## src/hdl/sstf_pkg.sv

```systemverilog
// ----------------------------------------------------------------------------
// SSTF scheduler package
// Shared constants and types for the shortest-seek-time-first scheduler.
// ----------------------------------------------------------------------------
package sstf_pkg;

    // Default geometry of the request table.
    localparam int MaxRequests  = 64;
    localparam int CylinderBits = 16;

    // Fixed field widths of the stream payloads.
    localparam int InCylW   = 16;
    localparam int OutCylW  = 16;
    localparam int OutDistW = 16;
    localparam int TotalW   = 22;
    localparam int InDataW  = 16;
    localparam int OutDataW = 56;

    // Saturation limit of the running seek total.
    localparam logic [TotalW-1:0] TotalMax = {TotalW{1'b1}};

    // Request kinds carried on the input tuser bit.
    localparam logic ModeLoad = 1'b0;
    localparam logic ModeRun  = 1'b1;

    // Control from the sequencer to the nearest-entry tracker.
    typedef struct packed {
        logic clr;
        logic vld;
    } t_scan_ctl;

endpackage

```

## src/hdl/sstf_req_mem.sv

```systemverilog
// ----------------------------------------------------------------------------
// SSTF request memory
// One write port, one read port, registered read data.
// ----------------------------------------------------------------------------
module sstf_req_mem #(
    parameter int Depth = 64,
    parameter int Width = 17,
    parameter int AddrW = 6
) (
    input  logic             i_clk,
    input  logic             i_we,
    input  logic [AddrW-1:0] i_waddr,
    input  logic [Width-1:0] i_wdata,
    input  logic             i_re,
    input  logic [AddrW-1:0] i_raddr,
    output logic [Width-1:0] o_rdata
);

    logic [Width-1:0] r_mem [Depth];
    logic [Width-1:0] r_rdata;

    always_ff @(posedge i_clk) begin
        if (i_we) begin
            r_mem[i_waddr] <= i_wdata;
        end
    end

    always_ff @(posedge i_clk) begin
        if (i_re) begin
            r_rdata <= r_mem[i_raddr];
        end
    end

    assign o_rdata = r_rdata;

endmodule

```

## src/hdl/sstf_nearest.sv

```systemverilog
// ----------------------------------------------------------------------------
// SSTF nearest-entry tracker
// Compares each entry read from the memory with the best one seen so far.
// ----------------------------------------------------------------------------
module sstf_nearest #(
    parameter int CylW = 16,
    parameter int IdxW = 6
) (
    input  logic                 i_clk,
    input  logic                 i_rst_n,
    input  sstf_pkg::t_scan_ctl  i_ctl,
    input  logic [IdxW-1:0]      i_idx,
    input  logic                 i_served,
    input  logic [CylW-1:0]      i_cyl,
    input  logic [CylW-1:0]      i_head,
    output logic [IdxW-1:0]      o_best_idx,
    output logic [CylW-1:0]      o_best_cyl,
    output logic [CylW-1:0]      o_best_dist
);

    import sstf_pkg::*;

    logic            r_found;
    logic [IdxW-1:0] r_best_idx;
    logic [CylW-1:0] r_best_cyl;
    logic [CylW-1:0] r_best_dist;
    logic [CylW-1:0] w_dist;
    logic            w_take;

    assign w_dist = (i_head > i_cyl) ? (i_head - i_cyl) : (i_cyl - i_head);
    // Strictly closer only, so the earliest loaded entry wins a tie.
    assign w_take = i_ctl.vld && !i_served && (!r_found || (w_dist < r_best_dist));

    always_ff @(posedge i_clk) begin
        if (!i_rst_n) begin
            r_found <= 1'b0;
        end else if (i_ctl.clr) begin
            r_found <= 1'b0;
        end else if (w_take) begin
            r_found <= 1'b1;
        end
    end

    always_ff @(posedge i_clk) begin
        if (w_take) begin
            r_best_idx  <= i_idx;
            r_best_cyl  <= i_cyl;
            r_best_dist <= w_dist;
        end
    end

    assign o_best_idx  = r_best_idx;
    assign o_best_cyl  = r_best_cyl;
    assign o_best_dist = r_best_dist;

endmodule

```

## src/hdl/sstf_disk_scheduler_unit.sv

```systemverilog
// ----------------------------------------------------------------------------
// SSTF disk scheduler unit
// Collects cylinder requests and serves them in shortest-seek-first order.
// ----------------------------------------------------------------------------
// Each result of a run needs its own sweep that reads all n stored
// requests, then the registered read data and a step that marks the served
// entry; the single read port of the request memory sets this. The mark step
// waits while the output register is full. Requests are taken only while idle.
// Reset: synchronous, active low; clears the count, flags, head and total.
// The request memory has no reset and needs no clearing pass.
// ----------------------------------------------------------------------------
//
// Operation. A request whose tuser bit is clear is a load: its cylinder is
// written to the next free memory entry together with a clear served bit.
// Once the table holds MaxReq entries further loads are dropped and the
// overflow flag is set. A request whose tuser bit is set is a run: its
// cylinder becomes the head position. For every stored entry the sequencer
// then sweeps the memory, the tracker keeps the unserved entry nearest the
// head, and the winner is written back with its served bit set and put into
// the output register. After the last result the table and the overflow
// flag are cleared. A run on an empty table only clears the flag.
//
// The write-back of the served bit happens in its own cycle before the next
// sweep starts reading, so a sweep never reads an entry that is being
// written in the same cycle and no forwarding path is needed.
module sstf_disk_scheduler_unit #(
    parameter int MaxReq = sstf_pkg::MaxRequests,
    parameter int CylW   = sstf_pkg::CylinderBits
) (
    input  logic                          i_clk,
    input  logic                          i_rst_n,
    // Input requests.
    input  logic                          s_axis_tvalid,
    output logic                          s_axis_tready,
    input  logic [sstf_pkg::InDataW-1:0]  s_axis_tdata,   // [15:0] cylinder
    input  logic                          s_axis_tuser,   // [0] mode (0 load, 1 run)
    // Served requests.
    output logic                          m_axis_tvalid,
    input  logic                          m_axis_tready,
    output logic [sstf_pkg::OutDataW-1:0] m_axis_tdata,   // [15:0] served_cylinder,
                                                          // [31:16] seek_distance,
                                                          // [53:32] seek_total,
                                                          // [55:54] zero
    output logic                          m_axis_tlast,   // last_served
    output logic                          m_axis_tuser    // [0] overflowed
);

    import sstf_pkg::*;

    localparam int CntW = $clog2(MaxReq + 1);
    localparam int IdxW = (MaxReq > 1) ? $clog2(MaxReq) : 1;
    localparam int SumW = ((CylW > TotalW) ? CylW : TotalW) + 1;
    localparam int PadW = OutDataW - OutCylW - OutDistW - TotalW;

    typedef enum logic [2:0] {
        ST_IDLE = 3'b001,
        ST_SCAN = 3'b010,
        ST_MARK = 3'b100
    } t_state;

    t_state r_state, n_state;

    logic [CntW-1:0] r_count, n_count;
    logic            r_overflow, n_overflow;
    logic [CylW-1:0] r_head, n_head;
    logic [TotalW-1:0] r_total, n_total;
    logic [IdxW-1:0] r_picks, n_picks;

    // Sweep read pipeline.
    logic [IdxW-1:0] r_issue, n_issue;
    logic            r_issue_done, n_issue_done;
    logic            r_rd_vld;
    logic            r_rd_last;
    logic [IdxW-1:0] r_rd_idx;

    // Output register.
    logic                r_out_vld, n_out_vld;
    logic [OutCylW-1:0]  r_out_cyl;
    logic [OutDistW-1:0] r_out_dist;
    logic [TotalW-1:0]   r_out_total;
    logic                r_out_last;
    logic                r_out_ovf;

    // Memory ports.
    logic            w_we;
    logic [IdxW-1:0] w_waddr;
    logic [CylW:0]   w_wdata;
    logic            w_re;
    logic [CylW:0]   w_rdata;

    t_scan_ctl       w_ctl;
    logic [IdxW-1:0] w_best_idx;
    logic [CylW-1:0] w_best_cyl;
    logic [CylW-1:0] w_best_dist;

    logic            w_in_acc;
    logic [31:0]     w_in_cyl32;
    logic [CylW-1:0] w_in_cyl;
    logic            w_full;
    logic [CntW-1:0] w_cnt_m1;
    logic [IdxW-1:0] w_last_idx;
    logic            w_issue_last;
    logic            w_out_free;
    logic            w_emit;
    logic            w_pick_last;
    logic [SumW-1:0] w_sum;
    logic [TotalW-1:0] w_total_sat;
    logic [31:0]     w_best_cyl32;
    logic [31:0]     w_best_dist32;

    assign s_axis_tready = (r_state == ST_IDLE);
    assign w_in_acc      = s_axis_tvalid && s_axis_tready;

    // Only the low CylW bits of the cylinder field are used.
    assign w_in_cyl32 = 32'(s_axis_tdata[InCylW-1:0]);
    assign w_in_cyl   = w_in_cyl32[CylW-1:0];

    assign w_full       = (r_count == CntW'(MaxReq));
    assign w_cnt_m1     = r_count - 1'b1;
    assign w_last_idx   = w_cnt_m1[IdxW-1:0];
    assign w_issue_last = (r_issue == w_last_idx);
    assign w_pick_last  = (r_picks == w_last_idx);

    assign w_out_free = !r_out_vld || m_axis_tready;
    assign w_emit     = (r_state == ST_MARK) && w_out_free;

    // Running total saturates at the top of its field.
    assign w_sum       = SumW'(r_total) + SumW'(w_best_dist);
    assign w_total_sat = (w_sum > SumW'(TotalMax)) ? TotalMax : w_sum[TotalW-1:0];

    assign w_best_cyl32  = 32'(w_best_cyl);
    assign w_best_dist32 = 32'(w_best_dist);

    always_comb begin
        n_state      = r_state;
        n_count      = r_count;
        n_overflow   = r_overflow;
        n_head       = r_head;
        n_total      = r_total;
        n_picks      = r_picks;
        n_issue      = r_issue;
        n_issue_done = r_issue_done;
        n_out_vld    = r_out_vld && !m_axis_tready;
        w_we         = 1'b0;
        w_waddr      = r_count[IdxW-1:0];
        w_wdata      = {1'b0, w_in_cyl};
        w_re         = 1'b0;
        w_ctl.clr    = 1'b0;
        w_ctl.vld    = r_rd_vld;

        case (r_state)
            ST_IDLE: begin
                if (w_in_acc) begin
                    if (s_axis_tuser == ModeLoad) begin
                        if (w_full) begin
                            n_overflow = 1'b1;
                        end else begin
                            w_we    = 1'b1;
                            n_count = r_count + 1'b1;
                        end
                    end else if (r_count == '0) begin
                        n_overflow = 1'b0;
                    end else begin
                        n_head       = w_in_cyl;
                        n_total      = '0;
                        n_picks      = '0;
                        n_issue      = '0;
                        n_issue_done = 1'b0;
                        w_ctl.clr    = 1'b1;
                        n_state      = ST_SCAN;
                    end
                end
            end
            ST_SCAN: begin
                if (!r_issue_done) begin
                    w_re = 1'b1;
                    if (w_issue_last) begin
                        n_issue_done = 1'b1;
                    end else begin
                        n_issue = r_issue + 1'b1;
                    end
                end
                if (r_rd_vld && r_rd_last) begin
                    n_state = ST_MARK;
                end
            end
            ST_MARK: begin
                if (w_out_free) begin
                    w_we      = 1'b1;
                    w_waddr   = w_best_idx;
                    w_wdata   = {1'b1, w_best_cyl};
                    n_out_vld = 1'b1;
                    n_head    = w_best_cyl;
                    n_total   = w_total_sat;
                    if (w_pick_last) begin
                        n_count    = '0;
                        n_overflow = 1'b0;
                        n_picks    = '0;
                        n_state    = ST_IDLE;
                    end else begin
                        n_picks      = r_picks + 1'b1;
                        n_issue      = '0;
                        n_issue_done = 1'b0;
                        w_ctl.clr    = 1'b1;
                        n_state      = ST_SCAN;
                    end
                end
            end
            default: begin
                n_state = ST_IDLE;
            end
        endcase
    end

    always_ff @(posedge i_clk) begin
        if (!i_rst_n) begin
            r_state      <= ST_IDLE;
            r_count      <= '0;
            r_overflow   <= 1'b0;
            r_head       <= '0;
            r_total      <= '0;
            r_picks      <= '0;
            r_issue      <= '0;
            r_issue_done <= 1'b0;
            r_rd_vld     <= 1'b0;
            r_out_vld    <= 1'b0;
        end else begin
            r_state      <= n_state;
            r_count      <= n_count;
            r_overflow   <= n_overflow;
            r_head       <= n_head;
            r_total      <= n_total;
            r_picks      <= n_picks;
            r_issue      <= n_issue;
            r_issue_done <= n_issue_done;
            r_rd_vld     <= w_re;
            r_out_vld    <= n_out_vld;
        end
    end

    // Sideband that travels with each memory read.
    always_ff @(posedge i_clk) begin
        if (w_re) begin
            r_rd_idx  <= r_issue;
            r_rd_last <= w_issue_last;
        end
    end

    // Result payload, loaded when the served entry is marked.
    always_ff @(posedge i_clk) begin
        if (w_emit) begin
            r_out_cyl   <= w_best_cyl32[OutCylW-1:0];
            r_out_dist  <= w_best_dist32[OutDistW-1:0];
            r_out_total <= w_total_sat;
            r_out_last  <= w_pick_last;
            r_out_ovf   <= r_overflow;
        end
    end

    sstf_req_mem #(
        .Depth (MaxReq),
        .Width (CylW + 1),
        .AddrW (IdxW)
    ) u_mem (
        .i_clk   (i_clk),
        .i_we    (w_we),
        .i_waddr (w_waddr),
        .i_wdata (w_wdata),
        .i_re    (w_re),
        .i_raddr (r_issue),
        .o_rdata (w_rdata)
    );

    sstf_nearest #(
        .CylW (CylW),
        .IdxW (IdxW)
    ) u_nearest (
        .i_clk       (i_clk),
        .i_rst_n     (i_rst_n),
        .i_ctl       (w_ctl),
        .i_idx       (r_rd_idx),
        .i_served    (w_rdata[CylW]),
        .i_cyl       (w_rdata[CylW-1:0]),
        .i_head      (r_head),
        .o_best_idx  (w_best_idx),
        .o_best_cyl  (w_best_cyl),
        .o_best_dist (w_best_dist)
    );

    assign m_axis_tvalid = r_out_vld;
    assign m_axis_tdata  = {PadW'(0), r_out_total, r_out_dist, r_out_cyl};
    assign m_axis_tlast  = r_out_last;
    assign m_axis_tuser  = r_out_ovf;

endmodule
```

## config.mk

```make
export PLATFORM = sky130hd
export DESIGN_NAME = sstf_disk_scheduler_unit
export DESIGN_NICKNAME = d
export VERILOG_FILES = /design/src/hdl/sstf_pkg.sv /design/src/hdl/sstf_req_mem.sv /design/src/hdl/sstf_nearest.sv /design/src/hdl/sstf_disk_scheduler_unit.sv
export SDC_FILE = /design/constraint.sdc
export NUM_CORES = 1
export LEC_CHECK = 0
export BUFFER_PORTS_ARGS = -buffer_cell sky130_fd_sc_hd__buf_4
export CORE_ASPECT_RATIO = 0.6
export CORE_MARGIN = 8
export CORE_UTILIZATION = 30
export CTS_BUF_LIST = sky130_fd_sc_hd__clkbuf_4 sky130_fd_sc_hd__clkbuf_8 sky130_fd_sc_hd__clkbuf_16
export DETAILED_ROUTE_END_ITERATION = 6
export SLEW_MARGIN = 20
export SYNTH_ARGS = -nofsm -noshare
export SYNTH_HDL_FRONTEND = slang
export SYNTH_SLANG_ARGS = --single-unit
```

## constraint.sdc

```tcl
create_clock -name i_clk -period 5.3 [get_ports i_clk]
set_input_delay 0.795 -clock i_clk [delete_from_list [all_inputs] [get_ports i_clk]]
set_output_delay 0.795 -clock i_clk [all_outputs]
set_load 0.02 [all_outputs]
```

==> results_dict.tcl, run 1 <==
set metrics [dict create \
    stdcell_count 5134 \
    cts.clk_slew.worst_paths_ns 0.07 \
    layout_worst_path_cycle_share_pct 89.8 \
    critical_path_s_top_delay_family "compound AO/OA/AOI/OAI gates" \
    antenna_found_initial 10 \
    synth-seq-area-share_pct 72.9 \
    grt.total_usage_pct 13.6 \
    viasPerCell 5.10 \
    cts.hold.buffers_added 0 \
    worstPathArrival_ns 5.14 \
    route.final.wire_length_microns 130000 \
    drt_first_iter_violations 3371 \
    fillers 15700 \
    synth_area_per_cell_sq_um 19.7 \
    initial_utilization_pct 30.3 \
    synthArstFlopShare_pct 0 \
    die_y_microns 337 \
    total_power_uw 19500 \
    grt_max_degree 71 \
    first_global_vias 25400 \
    postSynthRegisterBits 1271 \
    synth.yosys.warnings 0 \
    p_per_area_mw_per_mm2 331 \
    h-tree-depth 3 \
    finish.utilization_pct 34.8 \
    timing.clock.skew_ns 0.0329 \
    min_hold_slack_ns 0.370 \
    multi_input_area_sq_mm 0.0133 \
    route.detailed.drc 0 \
    clock_tree_from_tritoncts "yes" \
    syn_to_final_growth_pct 14.8 \
    drt_pass1_iterations 5 \
    insertion_delay_to_the_later_sink_of_the_worst_skew_pair_ns 0.72 \
    final.min_clock_period_ns 4.76 \
    ios 81 \
    placed_cells_incl_taps 4936 \
    cap_viol_max_count 0 \
    mostFrequentLayoutCells "sky130_fd_sc_hd__edfxtp_1, sky130_fd_sc_hd__mux4_2, sky130_fd_sc_hd__buf_4" \
    post_cts.repair.setup_buffers 0 \
    path_cells "ha_1, inv_1, fa_1, a21oi_1, o21ai_0, o221a_2, o21a_1, o31ai_1, o21ai_1, xor2_1, ha_1, a21o_1, a21oi_1, nor2b_1, o21ai_0, o211ai_1, a21oi_4, buf_4" \
    rsz0062_at_grt "no" \
    num-nets-final 2874 \
    startpoint_type "flop" \
    cts_buffers 106 \
    vias 26200 \
    total_leakage_power_uw 0.0185 \
    criticalPathCategory "flop to flop" \
    cpMaxStageDelayCell "sky130_fd_sc_hd__o31ai_1" \
    drive_above_1_share_pct 28.8 \
    gr-total-overflow 0 \
    finalWeightedCongestion 0.862 \
    synthesis.instances 2616 \
    cts-root-buf "sky130_fd_sc_hd__clkbuf_16" \
    timing.critical_path.required_ns 5.68 \
    post-dp-hpwl_microns 80700 \
    detail-route-antenna-nets 0 \
    critical_path_peak_fanout 19 \
    worstMarginPinSlew_ns 1.13 \
    cts_max_path_buffers 3 \
    outcome "finished clean" \
    setup-tns-final_ns 0 \
    dieArea_sq_mm 0.185 \
    route.detailed.wl_per_inst_microns 25.2 \
    placement.io_buffers 78 \
    seqCellArea_sq_mm 0.0375 \
    timing.slew.headroom_pct 24.8 \
    cts_num_sinks 1271 \
    worst_hold_path_type "input pin to flop" \
    number_of_enable_type_register_cells_in_the_synthesized_netlist 1206 \
    floorplan.rows 117 \
    cts_resized 0 \
    critical_path.endpoint_type "flop" \
    hold_viol_final 0 \
    ys_types 76 \
    yosys_most_used_dff "sky130_fd_sc_hd__edfxtp_1" \
    max_freq_mhz 210 \
    wire_length_of_the_first_global_routing_pass_microns 186000 \
    syn-cell-area_sq_mm 0.0515 \
    worst_ir_drop_vdd_mv 0.225 \
    critPathMaxStageDelay_ns 0.48 \
    finalSetupViolations 0 \
    mostFrequentLayoutCell "sky130_fd_sc_hd__edfxtp_1" \
    drv_slew 0 \
    critical_path_buf_inv_count 2 \
    die-width_microns 551 \
    core_area_sq_mm 0.170 \
]
## area by class of cell
type,instances,area share (%)
Clock buffer,127,4.81
Clock inverter,70,1.20
Inverter,72,0.466
Sequential cell,1271,63.5
Antenna cell,1,0.00424
Multi-Input combinational cell,1141,22.5
Timing Repair Buffer,191,2.66
Tap cell,2261,4.79
## Yosys cell counts (all sizes together) (7+ instances only)
library cell	instances	share of area (%)
a21o	25	0.36
a21oi	61	0.59
a22o	16	0.27
a311oi	16	0.27
a31oi	12	0.15
and3	12	0.15
buf	52	0.54
clkbuf	81	0.59
dfxtp	65	2.5
edfxtp	1206	70
ha	67	1.6
inv	72	0.53
mux2i	13	0.25
mux4	357	16
nand2	153	1.1
nand2b	8	0.097
nand3	25	0.24
nand4	10	0.12
nor2	128	0.93
nor2b	11	0.13
nor3	15	0.17
nor4	7	0.097
o211ai	8	0.12
o21a	14	0.20
o21ai	32	0.33
o31ai	7	0.10
xnor2	26	0.44
xor2	27	0.46
## layer usage
metal | GRT usage, % | vias to the layer above | routed length (microns)
met3 | 4.58 | 131 | 13900
met5 | 0 | - | 0
li1 | - | 11000 | -
met2 | 18.4 | 1097 | 52900
met4 | 2.66 | 0 | 2000
met1 | 21.1 | 14000 | 60800
## cell families after synthesis
family          Yosys count  synth area share [%]
flops                  1271                  72.9
buf+inv                 205                  1.66
other cells               1               0.00729
xor+xnor                 54                 0.946
fa+ha+maj                70                  1.75
mux                     372                  15.9
simple gates            401                  3.53
compound gates          242                  3.28
## flip-flops by register name (all words and copies together), names as in the netlist, 3 cells and up
name and count:
r_issue 6, r_rd_idx 6, r_total 22, r_head 16
r_count 7, u_mem.o_rdata 17, u_mem.r_mem 1088, u_nearest.o_best_cyl 16
r_out_dist 16, r_state 3, r_picks 6, r_out_cyl 16
u_nearest.o_best_dist 16, r_out_total 22, u_nearest.o_best_idx 6
## through the flow
stage,setup WS (ns),instance area (sq um)
after global placement,0.653,55500
after floorplan,0.404,51500
after CTS,0.631,59100
final,0.538,59100
after detailed placement,0.678,55500
after global routing,0.264,59100
## path summary, 6_finish.rpt
path | start | end | slack (ns) | cells after the start
worst max-delay path | u_mem.o_rdata[0] | u_nearest.o_best_idx[3] | 0.54 | 18
worst max register to register | u_mem.o_rdata[0] | u_nearest.o_best_idx[3] | 0.54 | 18
worst min register to register | r_rd_idx[0] | u_nearest.o_best_idx[0] | 0.42 | 0
worst min-delay path | i_rst_n | r_state[0] | 0.37 | 2
## power breakdown
part           internal [uW]  switching, uW  leakage (uW)
Sequential             11000           13.2        0.0115
Clock                   4470           3630       0.00176
Combinational            131            320       0.00524
Total                  15600           3960        0.0185
Power figures use the tool's default switching activity.
==> run 2: changes to the inputs <==
CORE_UTILIZATION = 25   (was 30)
==> run 2 against run 1 <==
Non-clock buffer count rose by 8; critical path type unchanged; die area up 19%; first-iteration DRC count grew 6.6%; global-route usage shrank 2.0 points; fmax shrank 0.84%; flip-flop and latch count stayed put; critical path depth grew 1; sequential power hardly changed; clock power increased by 4.3%; clock-buffer cell count is 5 higher; setup slack got worse by 0.040 ns; wire length rose by 3.0%.
==> results_dict.tcl, run 2 (same netlist as run 1, synthesis figures left out) <==
set metrics [dict create \
    total_leakage_power_uw 0.0186 \
    worstMarginPinSlew_ns 1.16 \
    power.share.switching_pct 20.5 \
    drive_above_1_share_pct 29.2 \
    die_y_microns 367 \
    floorplan.rows 129 \
    critical_path.endpoint_type "flop" \
    drv_slew 0 \
    h-tree-depth 3 \
    regMostFlops "u_mem.r_mem" \
    power.share.combinational_pct 2.3 \
    antenna_found_initial 8 \
    cts_resized 0 \
    cts-root-buf "sky130_fd_sc_hd__clkbuf_16" \
    clock_tree_from_tritoncts "yes" \
    insertion_delay_to_the_later_sink_of_the_worst_skew_pair_ns 0.72 \
    core_area_sq_mm 0.205 \
    drt_pass1_iterations 5 \
    critPathMaxStageDelay_ns 0.40 \
    criticalPathCategory "flop to flop" \
    grt.total_usage_pct 11.6 \
    power.internal_uw 15800 \
    cts_max_path_buffers 3 \
    grt_max_degree 65 \
    dieArea_sq_mm 0.221 \
    first_global_vias 25800 \
    critical_path_peak_fanout 24 \
    syn_to_final_growth_pct 16.5 \
    mostFrequentLayoutCells "sky130_fd_sc_hd__edfxtp_1, sky130_fd_sc_hd__mux4_2, sky130_fd_sc_hd__buf_4" \
    worst_ir_drop_vdd_mv 0.306 \
    timing.critical_path.required_ns 5.66 \
    cts.clk_slew.worst_paths_ns 0.07 \
    timing.clock.skew_ns 0.0412 \
    wire_length_of_the_first_global_routing_pass_microns 190000 \
    cts_num_sinks 1271 \
    layout_worst_path_cycle_share_pct 90.6 \
    cpMaxStageDelayCell "sky130_fd_sc_hd__fa_1" \
    worst_hold_path_type "input pin to flop" \
    viasPerCell 4.72 \
    mostFrequentLayoutCell "sky130_fd_sc_hd__edfxtp_1" \
    drt_first_iter_violations 3594 \
    max_freq_mhz 208 \
    layout_top_registers "u_mem.r_mem: 1088 flops, r_out_total: 22 flops, r_total: 22 flops" \
    final.min_clock_period_ns 4.80 \
    pwr-share-clk_pct 42.5 \
    route.detailed.wl_per_inst_microns 23.7 \
    post-dp-hpwl_microns 84600 \
    finalSetupViolations 0 \
    route.final.wire_length_microns 133000 \
    hold_viol_final 0 \
    worstPathArrival_ns 5.16 \
    min_hold_slack_ns 0.362 \
    timing.slew.headroom_pct 22.6 \
    initial_utilization_pct 25.1 \
    cts.hold.buffers_added 0 \
    rsz0062_at_grt "no" \
    finalWeightedCongestion 0.866 \
    startpoint_type "flop" \
    largest_register_ff_count 1088 \
    critical-path-top-cell-by-count "sky130_fd_sc_hd__o21a_1" \
    num-nets-final 2881 \
    detail-route-antenna-nets 0 \
    die-width_microns 602 \
    vias 26600 \
    outcome "finished clean" \
    route.detailed.drc 0 \
    ios 81 \
    gr-total-overflow 0 \
    cts_buffers 105 \
    placement.io_buffers 78 \
    post_cts.repair.setup_buffers 0 \
    cap_viol_max_count 0 \
    setup-tns-final_ns 0 \
    power.sequential.fraction_pct 55.2 \
    p_per_area_mw_per_mm2 332 \
    path_cells "inv_1, ha_1, inv_1, fa_1, a21oi_1, o21ai_0, o221a_2, o21a_1, buf_4, mux2_2, ha_1, a21boi_0, o21a_1, o21a_1, o21a_1, o21ai_0, nand2_1, a21oi_4, buf_4" \
    total_switching_power_uw 4080 \
]
==> run 2: cell types whose count changed in the layout (fill, tap and decap cells not counted), moves of 2 or more <==
cell                         delta
sky130_fd_sc_hd__buf_4          +9
sky130_fd_sc_hd__clkinv_1       -7
sky130_fd_sc_hd__clkinvlp_4     -5
sky130_fd_sc_hd__bufinv_16      +4
sky130_fd_sc_hd__clkbuf_4       +4
sky130_fd_sc_hd__clkinv_16      +4
sky130_fd_sc_hd__diode_2        +4
sky130_fd_sc_hd__clkbuf_8       +3
sky130_fd_sc_hd__clkbuf_16      -2
sky130_fd_sc_hd__clkinv_2       -2
sky130_fd_sc_hd__nand2_2        -2
sky130_fd_sc_hd__nand2_4        +2
==> run 2: power by group through the flow <==
stage	clock network, uW	registers (uW)	logic, uW
global route	8980	11000	495
CTS	8600	11000	454
global placement	0	11200	443
floorplan	0	11200	264
finish	8450	11000	458
detailed placement	0	11200	453
==> run 2: cell type report <==
cell class / count / area (sq um)
Inverter: 72 / 275
Multi-Input combinational cell: 1141 / 13400
Clock inverter: 64 / 876
Clock buffer: 132 / 2860
Antenna cell: 5 / 12.5
Tap cell: 2751 / 3440
Sequential cell: 1271 / 37500
Timing Repair Buffer: 199 / 1620
Fill cell: 20000 / 145000
==> run 2: worst paths after layout <==
| path | startpoint | end | slack [ns] | cells past startpoint |
|---|---|---|---|---|
| hold / removal | s_axis_tdata[0] | r_head[0] | 0.36 | 3 |
| setup / recovery | r_head[0] | u_nearest.o_best_cyl[15] | 0.50 | 19 |
| setup reg to reg | r_head[0] | u_nearest.o_best_cyl[15] | 0.50 | 19 |
| hold reg to reg | r_rd_idx[3] | u_nearest.o_best_idx[3] | 0.43 | 0 |
==> run 2: layer usage <==
layer	vias up	routed length, microns	track usage (%)
li1	11000	-	-
met1	14200	62400	18.1
met2	1193	53600	15.4
met3	131	15300	4.02
met4	0	2040	2.12
met5	-	0	0
==> run 2: critical path, delay by kind of cell, from the launching register on <==
kind / cells / cell delay [ns]
muxes: 1 / 0.29
and+or+nand+nor: 1 / 0.14
DFF: 1 / 0.33
buffers and inverters: 4 / 0.69
adders and majority gates: 3 / 0.84
AOI/OAI and AO/OA: 10 / 2.11
==> run 2: metrics by stage <==
stage | worst slack, ns | power, uW | instance area, sq um | std cells | utilization [%]
floorplan | 0.404 | 11500 | 51500 | 2617 | -
global placement | 0.579 | 11700 | 56200 | 5434 | 27.4
detailed placement | 0.600 | 11700 | 56200 | 5434 | 27.4
CTS | 0.544 | 20000 | 59900 | 5630 | 29.2
global route | 0.177 | 20500 | 60000 | 5633 | 29.2
finish | 0.498 | 19900 | 60000 | 5635 | 29.2
